[config.mk]
export PLATFORM = sky130hd
export DESIGN_NAME = waveform_pulse_feature_extract_core
export DESIGN_NICKNAME = d
export VERILOG_FILES = /design/src/hw/rtl/wpfe_pkg.sv /design/src/hw/rtl/wpfe_div.sv /design/src/hw/rtl/wpfe_datapath.sv /design/src/hw/rtl/wpfe_ctrl.sv /design/src/hw/rtl/waveform_pulse_feature_extract_core.sv
export SDC_FILE = /design/constraint.sdc
export NUM_CORES = 1
export LEC_CHECK = 0
export ABC_AREA = 1
export BUFFER_PORTS_ARGS = -buffer_cell sky130_fd_sc_hd__buf_2
export CAP_MARGIN = 20
export CORE_MARGIN = 2
export CORE_UTILIZATION = 55
export CTS_CLUSTER_SIZE = 25
export DETAILED_ROUTE_END_ITERATION = 10
export PLACE_DENSITY = 0.83
export SLEW_MARGIN = 10
export SYNTH_ARGS = -nofsm -noshare
export SYNTH_HDL_FRONTEND = slang
export SYNTH_SLANG_ARGS = --single-unit
[constraint.sdc]
create_clock -name clock -period 8.3 [get_ports clock]
set_input_delay 0 -clock clock [delete_from_list [all_inputs] [get_ports clock]]
set_output_delay 0 -clock clock [all_outputs]
set_load 0.01 [all_outputs]
[src/hw/rtl/wpfe_pkg.sv]
package wpfe_pkg;

   localparam int MAX_SAMPLES_DEFAULT = 1024;
   localparam int ADC_BITS_DEFAULT    = 12;

   localparam int SAMPLE_W    = 12;
   localparam int CFG_W       = 11;
   localparam int RES_W       = 16;
   localparam int CSR_INDEX_W = 2;
   localparam int CSR_DATA_W  = 16;
   localparam int BASE_W      = 16;
   localparam int AMP_W       = 17;
   localparam int CHG_W       = 27;

   localparam logic [CSR_INDEX_W-1:0] CFG_PRETRIGGER = 2'd0;
   localparam logic [CSR_INDEX_W-1:0] CFG_WINDOW_END = 2'd1;
   localparam logic [CSR_INDEX_W-1:0] CFG_LOAD_RES   = 2'd2;

   localparam logic [CFG_W-1:0] PRETRIGGER_RESET = 11'd64;
   localparam logic [CFG_W-1:0] WINDOW_END_RESET = 11'd1024;
   localparam logic [RES_W-1:0] LOAD_RES_RESET   = 16'd50;

   localparam int AMP_MIN = -65536;
   localparam int AMP_MAX = 65535;
   localparam logic [CHG_W-1:0] CHG_NEG_SAT = 27'h4000000;
   localparam logic [CHG_W-1:0] CHG_POS_SAT = 27'h3FFFFFF;
   localparam longint CHG_NEG_MAG = 64'd67108864;
   localparam longint CHG_POS_MAG = 64'd67108863;

   typedef struct packed {
      logic accept;
      logic div_start_base;
      logic div_start_chg;
      logic take_base;
      logic mult;
      logic form_num;
      logic take_chg;
      logic load_out;
      logic clear;
   } wpfe_cmd_type;

   typedef struct packed {
      logic div_busy;
      logic div_done;
   } wpfe_status_type;

endpackage

[src/hw/rtl/wpfe_div.sv]
module wpfe_div import wpfe_pkg::*; #(
   parameter int NW = 33,
   parameter int DW = 16
) (
   input  logic          clock,
   input  logic          reset,
   input  logic          start,
   input  logic [NW-1:0] numer,
   input  logic [DW-1:0] denom,
   output logic          busy,
   output logic          done,
   output logic [NW-1:0] quotient
);

   localparam int CNTW = $clog2(NW + 1);

   logic            busy_ff, busy_in;
   logic            done_ff, done_in;
   logic [CNTW-1:0] count_ff, count_in;
   logic [DW-1:0]   rem_ff, rem_in;
   logic [DW-1:0]   den_ff, den_in;
   logic [NW-1:0]   quo_ff, quo_in;
   logic [DW:0]     rem_shift;
   logic [DW+1:0]   diff;
   logic            ge;

   always_comb begin
      rem_shift = {rem_ff, quo_ff[NW-1]};
      diff      = {1'b0, rem_shift} - {2'b00, den_ff};
      ge        = !diff[DW+1];
      busy_in   = busy_ff;
      done_in   = 1'b0;
      count_in  = count_ff;
      rem_in    = rem_ff;
      den_in    = den_ff;
      quo_in    = quo_ff;
      if (start) begin
         busy_in  = 1'b1;
         count_in = CNTW'(NW);
         rem_in   = '0;
         den_in   = denom;
         quo_in   = numer;
      end else if (busy_ff) begin
         rem_in   = ge ? diff[DW-1:0] : rem_shift[DW-1:0];
         quo_in   = {quo_ff[NW-2:0], ge};
         count_in = count_ff - 1'b1;
         if (count_ff == CNTW'(1)) begin
            busy_in = 1'b0;
            done_in = 1'b1;
         end
      end
   end

   always_ff @(posedge clock) begin
      if (reset) begin
         busy_ff  <= 1'b0;
         done_ff  <= 1'b0;
         count_ff <= '0;
      end else begin
         busy_ff  <= busy_in;
         done_ff  <= done_in;
         count_ff <= count_in;
      end
      rem_ff <= rem_in;
      den_ff <= den_in;
      quo_ff <= quo_in;
   end

   assign busy     = busy_ff;
   assign done     = done_ff;
   assign quotient = quo_ff;

endmodule

[src/hw/rtl/wpfe_datapath.sv]
module wpfe_datapath import wpfe_pkg::*; #(
   parameter int MAX_SAMPLES = MAX_SAMPLES_DEFAULT,
   parameter int ADC_BITS    = ADC_BITS_DEFAULT
) (
   input  logic                    clock,
   input  logic                    reset,
   input  wpfe_cmd_type            cmd,
   output wpfe_status_type         status,
   input  logic [SAMPLE_W-1:0]     req_adc_sample,
   input  logic                    csr_valid,
   input  logic [CSR_INDEX_W-1:0]  csr_index,
   input  logic [CSR_DATA_W-1:0]   csr_data,
   output logic [BASE_W-1:0]       rsp_baseline_level,
   output logic signed [AMP_W-1:0] rsp_pulse_amplitude,
   output logic signed [CHG_W-1:0] rsp_pulse_charge
);

   localparam int IW    = $clog2(MAX_SAMPLES + 1);
   localparam int CMPW  = (IW > CFG_W) ? IW : CFG_W;
   localparam int XW    = (ADC_BITS > SAMPLE_W) ? ADC_BITS : SAMPLE_W;
   localparam int SUMW  = ADC_BITS + IW;
   localparam int PRODW = CMPW + BASE_W;
   localparam int NUMW  = ((SUMW + 4) > PRODW) ? (SUMW + 4) : PRODW;
   localparam int AW    = (((ADC_BITS + 4) > BASE_W) ? (ADC_BITS + 4) : BASE_W) + 2;

   logic [CFG_W-1:0]    pc_ff, wend_ff;
   logic [RES_W-1:0]    res_ff;
   logic [IW-1:0]       idx_ff;
   logic [SUMW-1:0]     psum_ff, wsum_ff;
   logic [ADC_BITS-1:0] min_ff;
   logic [BASE_W-1:0]   base_ff;
   logic [PRODW-1:0]    prod_ff;
   logic [NUMW-1:0]     mag_ff, q_ff;
   logic                neg_ff;
   logic [BASE_W-1:0]   base_out_ff;
   logic [AMP_W-1:0]    amp_out_ff;
   logic [CHG_W-1:0]    chg_out_ff;

   logic [IW-1:0]       idx_in;
   logic [SUMW-1:0]     psum_in, wsum_in;
   logic [ADC_BITS-1:0] min_in;

   logic [XW-1:0]       sample_ext;
   logic [ADC_BITS-1:0] sample;
   logic [CMPW-1:0]     idx_x, pc_x, wend_x, p_eff, wend_eff, cnt;
   logic [RES_W-1:0]    r_eff;
   logic                div_start, div_busy, div_done;
   logic [NUMW-1:0]     div_numer, div_q;
   logic [RES_W-1:0]    div_denom;
   logic signed [NUMW:0] num_full;
   logic signed [AW-1:0] amp_full;
   logic [NUMW:0]       qx;
   logic [AMP_W-1:0]    amp_sat;
   logic [CHG_W-1:0]    chg_sat;

   assign sample_ext = XW'(req_adc_sample);
   assign sample     = sample_ext[ADC_BITS-1:0];
   assign idx_x      = CMPW'(idx_ff);
   assign pc_x       = CMPW'(pc_ff);
   assign wend_x     = CMPW'(wend_ff);

   always_comb begin
      if (pc_x > CMPW'(MAX_SAMPLES)) begin
         p_eff = CMPW'(MAX_SAMPLES);
      end else if (pc_x == '0) begin
         p_eff = CMPW'(1);
      end else begin
         p_eff = pc_x;
      end
      wend_eff = (wend_x > CMPW'(MAX_SAMPLES)) ? CMPW'(MAX_SAMPLES) : wend_x;
      cnt      = (wend_eff > p_eff) ? (wend_eff - p_eff) : '0;
      r_eff    = (res_ff == '0) ? RES_W'(1) : res_ff;
   end

   always_comb begin
      idx_in  = idx_ff;
      psum_in = psum_ff;
      wsum_in = wsum_ff;
      min_in  = min_ff;
      if (cmd.clear) begin
         idx_in  = '0;
         psum_in = '0;
         wsum_in = '0;
         min_in  = '1;
      end else if (cmd.accept && (idx_ff < IW'(MAX_SAMPLES))) begin
         if (idx_x < pc_x) begin
            psum_in = psum_ff + SUMW'(sample);
         end else if (idx_x < wend_x) begin
            wsum_in = wsum_ff + SUMW'(sample);
         end
         if (sample < min_ff) begin
            min_in = sample;
         end
         idx_in = idx_ff + 1'b1;
      end
   end

   always_ff @(posedge clock) begin
      if (reset) begin
         pc_ff   <= PRETRIGGER_RESET;
         wend_ff <= WINDOW_END_RESET;
         res_ff  <= LOAD_RES_RESET;
         idx_ff  <= '0;
         psum_ff <= '0;
         wsum_ff <= '0;
         min_ff  <= '1;
      end else begin
         if (csr_valid) begin
            unique case (csr_index)
               CFG_PRETRIGGER: pc_ff   <= csr_data[CFG_W-1:0];
               CFG_WINDOW_END: wend_ff <= csr_data[CFG_W-1:0];
               CFG_LOAD_RES:   res_ff  <= csr_data;
               default: ;
            endcase
         end
         idx_ff  <= idx_in;
         psum_ff <= psum_in;
         wsum_ff <= wsum_in;
         min_ff  <= min_in;
      end
   end

   assign div_start = cmd.div_start_base | cmd.div_start_chg;
   assign div_numer = cmd.div_start_base ? NUMW'({psum_ff, 4'b0000}) : mag_ff;
   assign div_denom = cmd.div_start_base ? RES_W'(p_eff) : r_eff;

   wpfe_div #(
      .NW (NUMW),
      .DW (RES_W)
   ) u_div (
      .clock    (clock),
      .reset    (reset),
      .start    (div_start),
      .numer    (div_numer),
      .denom    (div_denom),
      .busy     (div_busy),
      .done     (div_done),
      .quotient (div_q)
   );

   assign status.div_busy = div_busy;
   assign status.div_done = div_done;

   assign num_full = $signed({1'b0, NUMW'({wsum_ff, 4'b0000})})
                   - $signed({1'b0, NUMW'(prod_ff)});
   assign amp_full = $signed(AW'({min_ff, 4'b0000})) - $signed(AW'(base_ff));
   assign qx       = {1'b0, q_ff};

   always_comb begin
      if (amp_full < AMP_MIN) begin
         amp_sat = AMP_W'(AMP_MIN);
      end else if (amp_full > AMP_MAX) begin
         amp_sat = AMP_W'(AMP_MAX);
      end else begin
         amp_sat = amp_full[AMP_W-1:0];
      end
      if (neg_ff) begin
         chg_sat = (qx > (NUMW+1)'(CHG_NEG_MAG)) ? CHG_NEG_SAT : CHG_W'(-qx);
      end else begin
         chg_sat = (qx > (NUMW+1)'(CHG_POS_MAG)) ? CHG_POS_SAT : CHG_W'(qx);
      end
   end

   always_ff @(posedge clock) begin
      if (cmd.take_base) begin
         base_ff <= (div_q > NUMW'(16'hFFFF)) ? 16'hFFFF : div_q[BASE_W-1:0];
      end
      if (cmd.mult) begin
         prod_ff <= PRODW'(cnt) * PRODW'(base_ff);
      end
      if (cmd.form_num) begin
         neg_ff <= num_full[NUMW];
         mag_ff <= num_full[NUMW] ? NUMW'(-num_full) : num_full[NUMW-1:0];
      end
      if (cmd.take_chg) begin
         q_ff <= div_q;
      end
      if (cmd.load_out) begin
         base_out_ff <= base_ff;
         amp_out_ff  <= amp_sat;
         chg_out_ff  <= chg_sat;
      end
   end

   assign rsp_baseline_level  = base_out_ff;
   assign rsp_pulse_amplitude = $signed(amp_out_ff);
   assign rsp_pulse_charge    = $signed(chg_out_ff);

endmodule

[src/hw/rtl/wpfe_ctrl.sv]
module wpfe_ctrl import wpfe_pkg::*; (
   input  logic            clock,
   input  logic            reset,
   input  logic            req_valid,
   output logic            req_ready,
   input  logic            req_final_sample,
   output logic            rsp_valid,
   input  logic            rsp_ready,
   output wpfe_cmd_type    cmd,
   input  wpfe_status_type status
);

   localparam logic [2:0] S_ACC    = 3'd0;
   localparam logic [2:0] S_BSTART = 3'd1;
   localparam logic [2:0] S_BWAIT  = 3'd2;
   localparam logic [2:0] S_MUL    = 3'd3;
   localparam logic [2:0] S_NUM    = 3'd4;
   localparam logic [2:0] S_CSTART = 3'd5;
   localparam logic [2:0] S_CWAIT  = 3'd6;
   localparam logic [2:0] S_OUT    = 3'd7;

   logic [2:0] state_ff, state_in;
   logic       rsp_valid_ff, rsp_valid_in;
   logic       out_free;

   assign out_free  = !rsp_valid_ff || rsp_ready;
   assign req_ready = (state_ff == S_ACC);
   assign rsp_valid = rsp_valid_ff;

   always_comb begin
      cmd      = '0;
      state_in = state_ff;
      unique case (state_ff)
         S_ACC: begin
            cmd.accept = req_valid;
            if (req_valid && req_final_sample) begin
               state_in = S_BSTART;
            end
         end
         S_BSTART: begin
            cmd.div_start_base = 1'b1;
            state_in = S_BWAIT;
         end
         S_BWAIT: begin
            if (status.div_done) begin
               cmd.take_base = 1'b1;
               state_in = S_MUL;
            end
         end
         S_MUL: begin
            cmd.mult = 1'b1;
            state_in = S_NUM;
         end
         S_NUM: begin
            cmd.form_num = 1'b1;
            state_in = S_CSTART;
         end
         S_CSTART: begin
            cmd.div_start_chg = 1'b1;
            state_in = S_CWAIT;
         end
         S_CWAIT: begin
            if (status.div_done) begin
               cmd.take_chg = 1'b1;
               state_in = S_OUT;
            end
         end
         S_OUT: begin
            if (out_free) begin
               cmd.load_out = 1'b1;
               cmd.clear    = 1'b1;
               state_in = S_ACC;
            end
         end
         default: state_in = S_ACC;
      endcase
   end

   always_comb begin
      rsp_valid_in = rsp_valid_ff;
      if (cmd.load_out) begin
         rsp_valid_in = 1'b1;
      end else if (rsp_ready) begin
         rsp_valid_in = 1'b0;
      end
   end

   always_ff @(posedge clock) begin
      if (reset) begin
         state_ff     <= S_ACC;
         rsp_valid_ff <= 1'b0;
      end else begin
         state_ff     <= state_in;
         rsp_valid_ff <= rsp_valid_in;
      end
   end

   a_rsp_from_out: assert property (@(posedge clock) disable iff (reset)
      $rose(rsp_valid_ff) |-> $past(state_ff == S_OUT))
      else $error("result raised outside the output state");

   a_done_in_wait: assert property (@(posedge clock) disable iff (reset)
      status.div_done |-> (state_ff == S_BWAIT || state_ff == S_CWAIT))
      else $error("divider finished while not awaited");

   a_start_idle: assert property (@(posedge clock) disable iff (reset)
      (cmd.div_start_base || cmd.div_start_chg) |-> !status.div_busy)
      else $error("divider started while busy");

   a_no_accept_busy: assert property (@(posedge clock) disable iff (reset)
      status.div_busy |-> !req_ready)
      else $error("input open during division");

endmodule

[src/hw/rtl/waveform_pulse_feature_extract_core.sv]
// Pulse feature extractor: takes one ADC sample per cycle (req_ready stays high
// while a waveform streams in) and, after the transaction flagged by
// req_final_sample, computes the baseline (pre-trigger mean), amplitude
// (minimum minus baseline) and charge (baseline-subtracted window sum divided
// by the load resistance), all Q.4 and saturated. The two divisions share one
// radix-2 divider, 27 bits wide at the default parameters, that retires one
// quotient bit per cycle; req_ready is low from the acceptance of the last
// sample until rsp_valid rises. The result sits in an output register, so the
// next waveform can stream in while it waits for rsp_ready. Samples past
// MAX_SAMPLES are ignored.
// Configuration registers: 0 pretrigger count, 1 window end, 2 load resistance.
module waveform_pulse_feature_extract_core import wpfe_pkg::*; #(
   parameter int MAX_SAMPLES = MAX_SAMPLES_DEFAULT,
   parameter int ADC_BITS    = ADC_BITS_DEFAULT
) (
   input  logic                    clock,
   input  logic                    reset,
   input  logic                    req_valid,
   output logic                    req_ready,
   input  logic [SAMPLE_W-1:0]     req_adc_sample,
   input  logic                    req_final_sample,
   output logic                    rsp_valid,
   input  logic                    rsp_ready,
   output logic [BASE_W-1:0]       rsp_baseline_level,
   output logic signed [AMP_W-1:0] rsp_pulse_amplitude,
   output logic signed [CHG_W-1:0] rsp_pulse_charge,
   input  logic                    csr_valid,
   output logic                    csr_ready,
   input  logic [CSR_INDEX_W-1:0]  csr_index,
   input  logic [CSR_DATA_W-1:0]   csr_data
);

   wpfe_cmd_type    cmd;
   wpfe_status_type status;

   assign csr_ready = 1'b1;

   wpfe_ctrl u_ctrl (
      .clock            (clock),
      .reset            (reset),
      .req_valid        (req_valid),
      .req_ready        (req_ready),
      .req_final_sample (req_final_sample),
      .rsp_valid        (rsp_valid),
      .rsp_ready        (rsp_ready),
      .cmd              (cmd),
      .status           (status)
   );

   wpfe_datapath #(
      .MAX_SAMPLES (MAX_SAMPLES),
      .ADC_BITS    (ADC_BITS)
   ) u_datapath (
      .clock               (clock),
      .reset               (reset),
      .cmd                 (cmd),
      .status              (status),
      .req_adc_sample      (req_adc_sample),
      .csr_valid           (csr_valid),
      .csr_index           (csr_index),
      .csr_data            (csr_data),
      .rsp_baseline_level  (rsp_baseline_level),
      .rsp_pulse_amplitude (rsp_pulse_amplitude),
      .rsp_pulse_charge    (rsp_pulse_charge)
   );

endmodule

Yosys cells after proc, flatten, opt, wreduce, memory -nomap -nowiden --
Cells that the tools add are included.
Storage, ports and cells: bits in read-only memories 0, logic and storage cells 125, bits in writable memories 0, memories kept 0, output and inout port bits 63, flip-flop bits (word level) 335, bits in latches 0
Cells by class: muxes and demuxes 38, reduce and logical (&&, ||, !) cells 22, multiply operators 1, bitwise logic cells 3, div/mod/pow operators 0, magnitude comparators 12, add/sub/neg operators 10, shift-type cells 0, equality and inequality tests 14
Operator list (count):
- 27-bit two-way mux | 7
- 11-bit two-way mux | 6
- 27-bit negator | 2
- 23-bit by 12-bit adder with 23-bit output | 2
- 27-bit by 27-bit subtractor with 28-bit output | 1
- 27-bit by 16-bit greater-than comparator with 1-bit output (second input constant) | 1
- 27-bit by 26-bit greater-than comparator with 1-bit output (second input constant) | 1
- 27-bit greater-than comparator (second input constant) | 1
- 11-bit by 16-bit multiplier with 27-bit output | 1
- 3-bit one-hot mux with 8 select lines | 1
- 11-bit greater-than comparator (second input constant) | 2
- 11-bit < comparator | 2
- 17-bit by 16-bit subtractor with 18-bit output | 1
- 17-bit greater-than comparator (second input constant) | 1
- 17-bit < comparator (second input constant) | 1
- 17-bit two-way mux | 1
- 16-bit by 16-bit subtractor with 17-bit output | 1
- 16-bit zero test | 1
- 16-bit two-way mux | 1
- 1-bit two-way mux | 14
- 3-bit == test (second input constant) | 4
- 12-bit < comparator | 1
- 3-bit two-way mux | 4
- 11-bit by 1-bit adder with 11-bit output (second input constant) | 1
- 26 further kinds | 42

Depth between registers and ports, before layout --
depth after elaboration 6, depth in mapped cells 40, gate-level depth less buffers 40

By module --
Synthesis repeated with hierarchy kept, for this count alone.
Unflattened totals: cell total of the unflattened synthesis 3326, area, all modules 25868.6 sq um
By module, submodules not included:
- wpfe_datapath | seq. area each 6886.6 sq um, instances 1, cells an instance 2791, area an instance 21769.6 sq um
- wpfe_div | seq. area each 1751.7 sq um, instances 1, cells an instance 488, area an instance 3804.9 sq um
- wpfe_ctrl | seq. area each 80.1 sq um, instances 1, cells an instance 45, area an instance 282.8 sq um
- waveform_pulse_feature_extract_core | seq. area each 0.0 sq um, instances 1, cells an instance 2, area an instance 11.3 sq um

Worst setup path after synthesis --
No wires, ideal clock.
path type register to register, start reg u_datapath.pc_ff[6], end reg u_datapath.prod_ff[26], data pin, required time 8.048 ns, stages on the path, launching flop included 38, path slack 1.336 ns, setup time 0.252 ns, data arrival time 6.712 ns, period minus slack after synthesis 6.964 ns, buffers on the path 1, cells stage by stage dfxtp_1 -> nor4_1 -> nand4_1 -> nor3_1 -> nor2_1 -> inv_1 -> nand2_1 -> ha_1 -> nand2_1 -> o21ai_2 -> nand2_1 -> a21oi_1 -> nand3_1 -> nand2_1 -> nand3_1 -> nand2_1 -> xor2_1 -> buf_2 -> (+2 left out) -> inv_1 -> fa_1 -> inv_1 -> fa_1 -> fa_1 -> inv_1 -> fa_1 -> inv_1 -> ha_1 -> nand2_1 -> nor3_1 -> nand4_1 -> nand3_1 -> nand3_1 -> nand2_1 -> nand4_1 -> nand3b_1 -> nand2_1
On the way: longest elaborated chain between the ends 6
Ends and longest elaborated chain:
- start: declaration | RTL line wpfe_datapath.sv:26 | logic [CFG_W-1:0] pc_ff, wend_ff;
- start signal: assignment | RTL line wpfe_datapath.sv:110 | CFG_PRETRIGGER: pc_ff <= csr_data[CFG_W-1:0];
- parallel branches: the longest is 2 deep, another holds 11-bit greater-than comparator
- 11-bit two-way mux (*) | RTL line wpfe_datapath.sv:63 | if (pc_x > CMPW'(MAX_SAMPLES)) begin
- 11-bit subtractor or 11-bit greater-than comparator (tied branches) | RTL line wpfe_datapath.sv:71 | cnt = (wend_eff > p_eff) ? (wend_eff - p_eff) : '0;
- 11-bit two-way mux (*) | RTL line wpfe_datapath.sv:71
- 11-bit by 16-bit multiplier with 27-bit output (*) | RTL line wpfe_datapath.sv:169 | prod_ff <= PRODW'(cnt) * PRODW'(base_ff);
- end signal: assignment | RTL line wpfe_datapath.sv:169
- end: declaration | RTL line wpfe_datapath.sv:32 | logic [PRODW-1:0] prod_ff;
Mark *: on every way between the ends. A chain may end at the register's enable or synchronous reset.

Worst setup path after layout --
start reg u_datapath.pc_ff[6], end reg u_datapath.prod_ff[23], data pin
Same word-level chain as after synthesis.

==> out/qor.csv <==
stage,metric,value,unit
clock_tree,clockBufferDepth,3,
routing,routed_wl,69.3,mm
global_route,grt_pass1_wl,111,mm
outcome,status,completed,
synth,yosys.area.top_type,edfxtp_1,
synth,postSynthCellCount,3171,
synth,synth_area_per_cell,7.99,um2
timing,worst_clock_skew,0.0295,ns
floorplanning,core_area,45400,um2
timing,max_clock_freq,128,MHz
floorplanning,die-height,219,um
worst_setup_path,start_kind,register,
synth,netlist_area,25300,um2
timing,period_minus_slack,7.83,ns
finish,fill_cells,3733,
synth,synthFlopType,edfxtp_1,
synth,synth_cell_types,59,
timing,worstMarginPinSlew,1.02,ns
timing,setup_viol,0,
floorplanning,dieArea,47800,um2
clock_tree,path_clk_slew,0.06,ns
worst_setup_path,slowest_stage,fa_1,
hold_path,hold_class,in2reg,
synth,syn-num-nets,3525,
routing,wl_per_cell,17.6,um
synth,synth-seq-cells,335,
global_route,grt_usage,29.5,%
floorplanning,rows,78,
worst_setup_path,cp.required,8.62,ns
routing,routed_via_density,5.62,
clock_tree,cts-buffers-inserted,38,
worst_setup_path,endpoint_kind,register,
synth,ys_warn_count,0,
timing,rsz0062_at_grt,false,
timing,hold_viol,0,
global_route,overflow,0,
synth,ys_async_sr_fraction,0,%
clock_tree,htreeDepth,2,
routing,first_iter_violations,2546,
floorplanning,initial_core_util,55.8,%
worst_setup_path,crit_fanout,10,
timing,drv_slew,0,
worst_setup_path,cp.arrival,8.15,ns
placement,place_hpwl,52.0,mm
worst_setup_path,max_stage_delay,0.56,ns
timing,fin_setup_tns,0,ns
timing,period_share,94.3,%
worst_setup_path,path_class,reg2reg,
finish,final_net_count,3663,
finish,area_delta_synth_final,11.8,%
floorplanning,ioPinCount,99,
placement,io_buffers,97,
finish,drive_gt1_share,8.42,%
routing,vias,22100,
synth,synth_top_cell_area_share,23.8,%
run,drv_cap,0,
global_route,antenna_found_initial,0,
global_route,grt_max_degree,62,
routing,drtAntennaViolNets,0,
synth,synth_area_leaders,"edfxtp_1, dfxtp_1, fa_1",
routing,drc,0,
finish,multiInputGateArea,14300,um2
synth,synth-edff-count,201,
global_route,first_global_vias,21100,
timing,slew_headroom,31.8,%
clock_tree,cts_sinks,335,
synth,seq_area_frac_synth,34.4,%
synth,yosysMostFrequentCell,nand2_1,
floorplanning,die_w,219,um
clock_tree,clk_latency,0.58,ns
clock_tree,tritoncts,built,
routing,dr.pass1.iters,7,
placement,place.gp.congestion,0.958,
finish,diodes,0,
finish,seq_area,8720,um2
clock_tree,cts_root_buf,clkbuf_16,
synth,ys_top_cells_by_count,"nand2_1, inv_1, nor2_1, o21ai_0, edfxtp_1",
## stage by stage
| stage | area (um2) | utilization (%) | instances | worst slack (ns) | hold WS, ns |
|---|---|---|---|---|---|
| after floorplan | 25300 | - | 3171 | 1.34 | 0.126 |
| after global placement | 26500 | 58.3 | 3821 | 0.521 | 0.267 |
| after detailed placement | 26500 | 58.3 | 3821 | 0.305 | 0.274 |
| after CTS | 28200 | 62.2 | 3935 | 0.223 | 0.212 |
| after global routing | 28300 | 62.4 | 3938 | 0.0139 | 0.284 |
| final | 28300 | 62.4 | 3938 | 0.475 | 0.269 |
## cell families (layout without fill, tap and decap cells)
kind of cell,after synthesis,in the layout,share of synthesized area [%]
adder cells (fa/ha/maj),318,318,19.5
flip-flops,335,335,34.4
AO/OA/AOI/OAI,538,538,11.8
XOR/XNOR,116,116,4.01
buffers and inverters,621,788,9.38
other,1,1,0.0148
AND/OR/NAND/NOR,1242,1242,20.8
## cell usage in the layout, fill, tap and decap left out, types with 11 or more instances in the layout
cell           synthesis  layout
nor4_1                17      16
nor2_1               285     276
inv_1                533     530
clkbuf_16              0      38
nand3_1              116     116
a21o_1                12      12
dfxtp_1              134     134
ha_1                 189     189
nor2_2                11      16
o21ai_1               14      16
nand2_2               18      20
xor2_1                83      81
nor3_1                41      37
xnor2_1               33      33
fa_1                 129     129
nand2_1              682     680
nand4_1               40      40
o211ai_1              30      30
o21bai_1              11      11
inv_2                 17      18
dlygate4sd3_1          0      45
edfxtp_1             201     201
a21oi_1              198     195
o21ai_0              212     210
buf_4                  3      20
buf_2                 20      97
## critical path, delay by kind of cell (launching register included)
family	cells	cell delay [ns]
fa+ha+maj	7	3.43
simple gates	13	2.18
compound gates	6	0.88
buf+inv	5	0.58
flops	1	0.33
xor+xnor	1	0.14
## flip-flops by register name (all words and copies together) (netlist names)
register,cells
u_datapath.wsum_ff,23
u_datapath.psum_ff,23
u_datapath.neg_ff,1
u_datapath.u_div.quotient,27
u_datapath.u_div.busy,1
u_ctrl.state_ff,3
u_datapath.u_div.done,1
u_datapath.u_div.den_ff,16
u_datapath.rsp_baseline_level,16
u_datapath.min_ff,12
u_datapath.rsp_pulse_amplitude,17
u_datapath.idx_ff,11
u_datapath.prod_ff,27
u_ctrl.rsp_valid,1
u_datapath.pc_ff,11
u_datapath.base_ff,16
u_datapath.q_ff,27
u_datapath.u_div.rem_ff,16
u_datapath.wend_ff,11
u_datapath.mag_ff,27
u_datapath.res_ff,16
u_datapath.u_div.count_ff,5
u_datapath.rsp_pulse_charge,27
## what timing repair did
action	CTS	global route
hold buffers	45	0
setup endpoints to repair	0	15
resized for setup	0	25
hold endpoints to repair	67	0
buffers inserted	0	1
## per-layer routing
| metal | routed length, um | GRT usage, % |
|---|---|---|
| met1 | 29200 | 41.0 |
| met2 | 30500 | 45.2 |
| met3 | 6920 | 5.64 |
| met4 | 2750 | 12.0 |
| met5 | 0 | 0 |
## layout make-up
cell class                      instances  share of cell area (%)
Multi-Input combinational cell       2215                    50.7
Sequential cell                       335                    30.8
Inverter                              555                    7.41
Timing Repair Buffer                  162                    3.83
Clock buffer                           45                    3.56
Tap cell                              600                    2.65
Clock inverter                         24                    1.06
Timing Repair inverter                  2                  0.0530
## worst paths after layout
path | from | to | slack [ns] | cells past startpoint
setup / recovery | u_datapath.pc_ff[6]$_SDFFE_PP1P_ | u_datapath.prod_ff[23]$_DFFE_PN_ | 0.47 | 32
hold / removal | csr_data[15] | u_datapath.res_ff[15]$_SDFFE_PP0P_ | 0.27 | 4
hold reg to reg | u_datapath.u_div.quotient[2]$_DFFE_PP_ | u_datapath.q_ff[2]$_DFFE_PP_ | 0.46 | 0
setup reg to reg | u_datapath.pc_ff[6]$_SDFFE_PP1P_ | u_datapath.prod_ff[23]$_DFFE_PN_ | 0.47 | 32
Power is left out: the tool's default activity adds up to more than one toggle a clock period on the data nets, which glitch-free logic cannot reach.
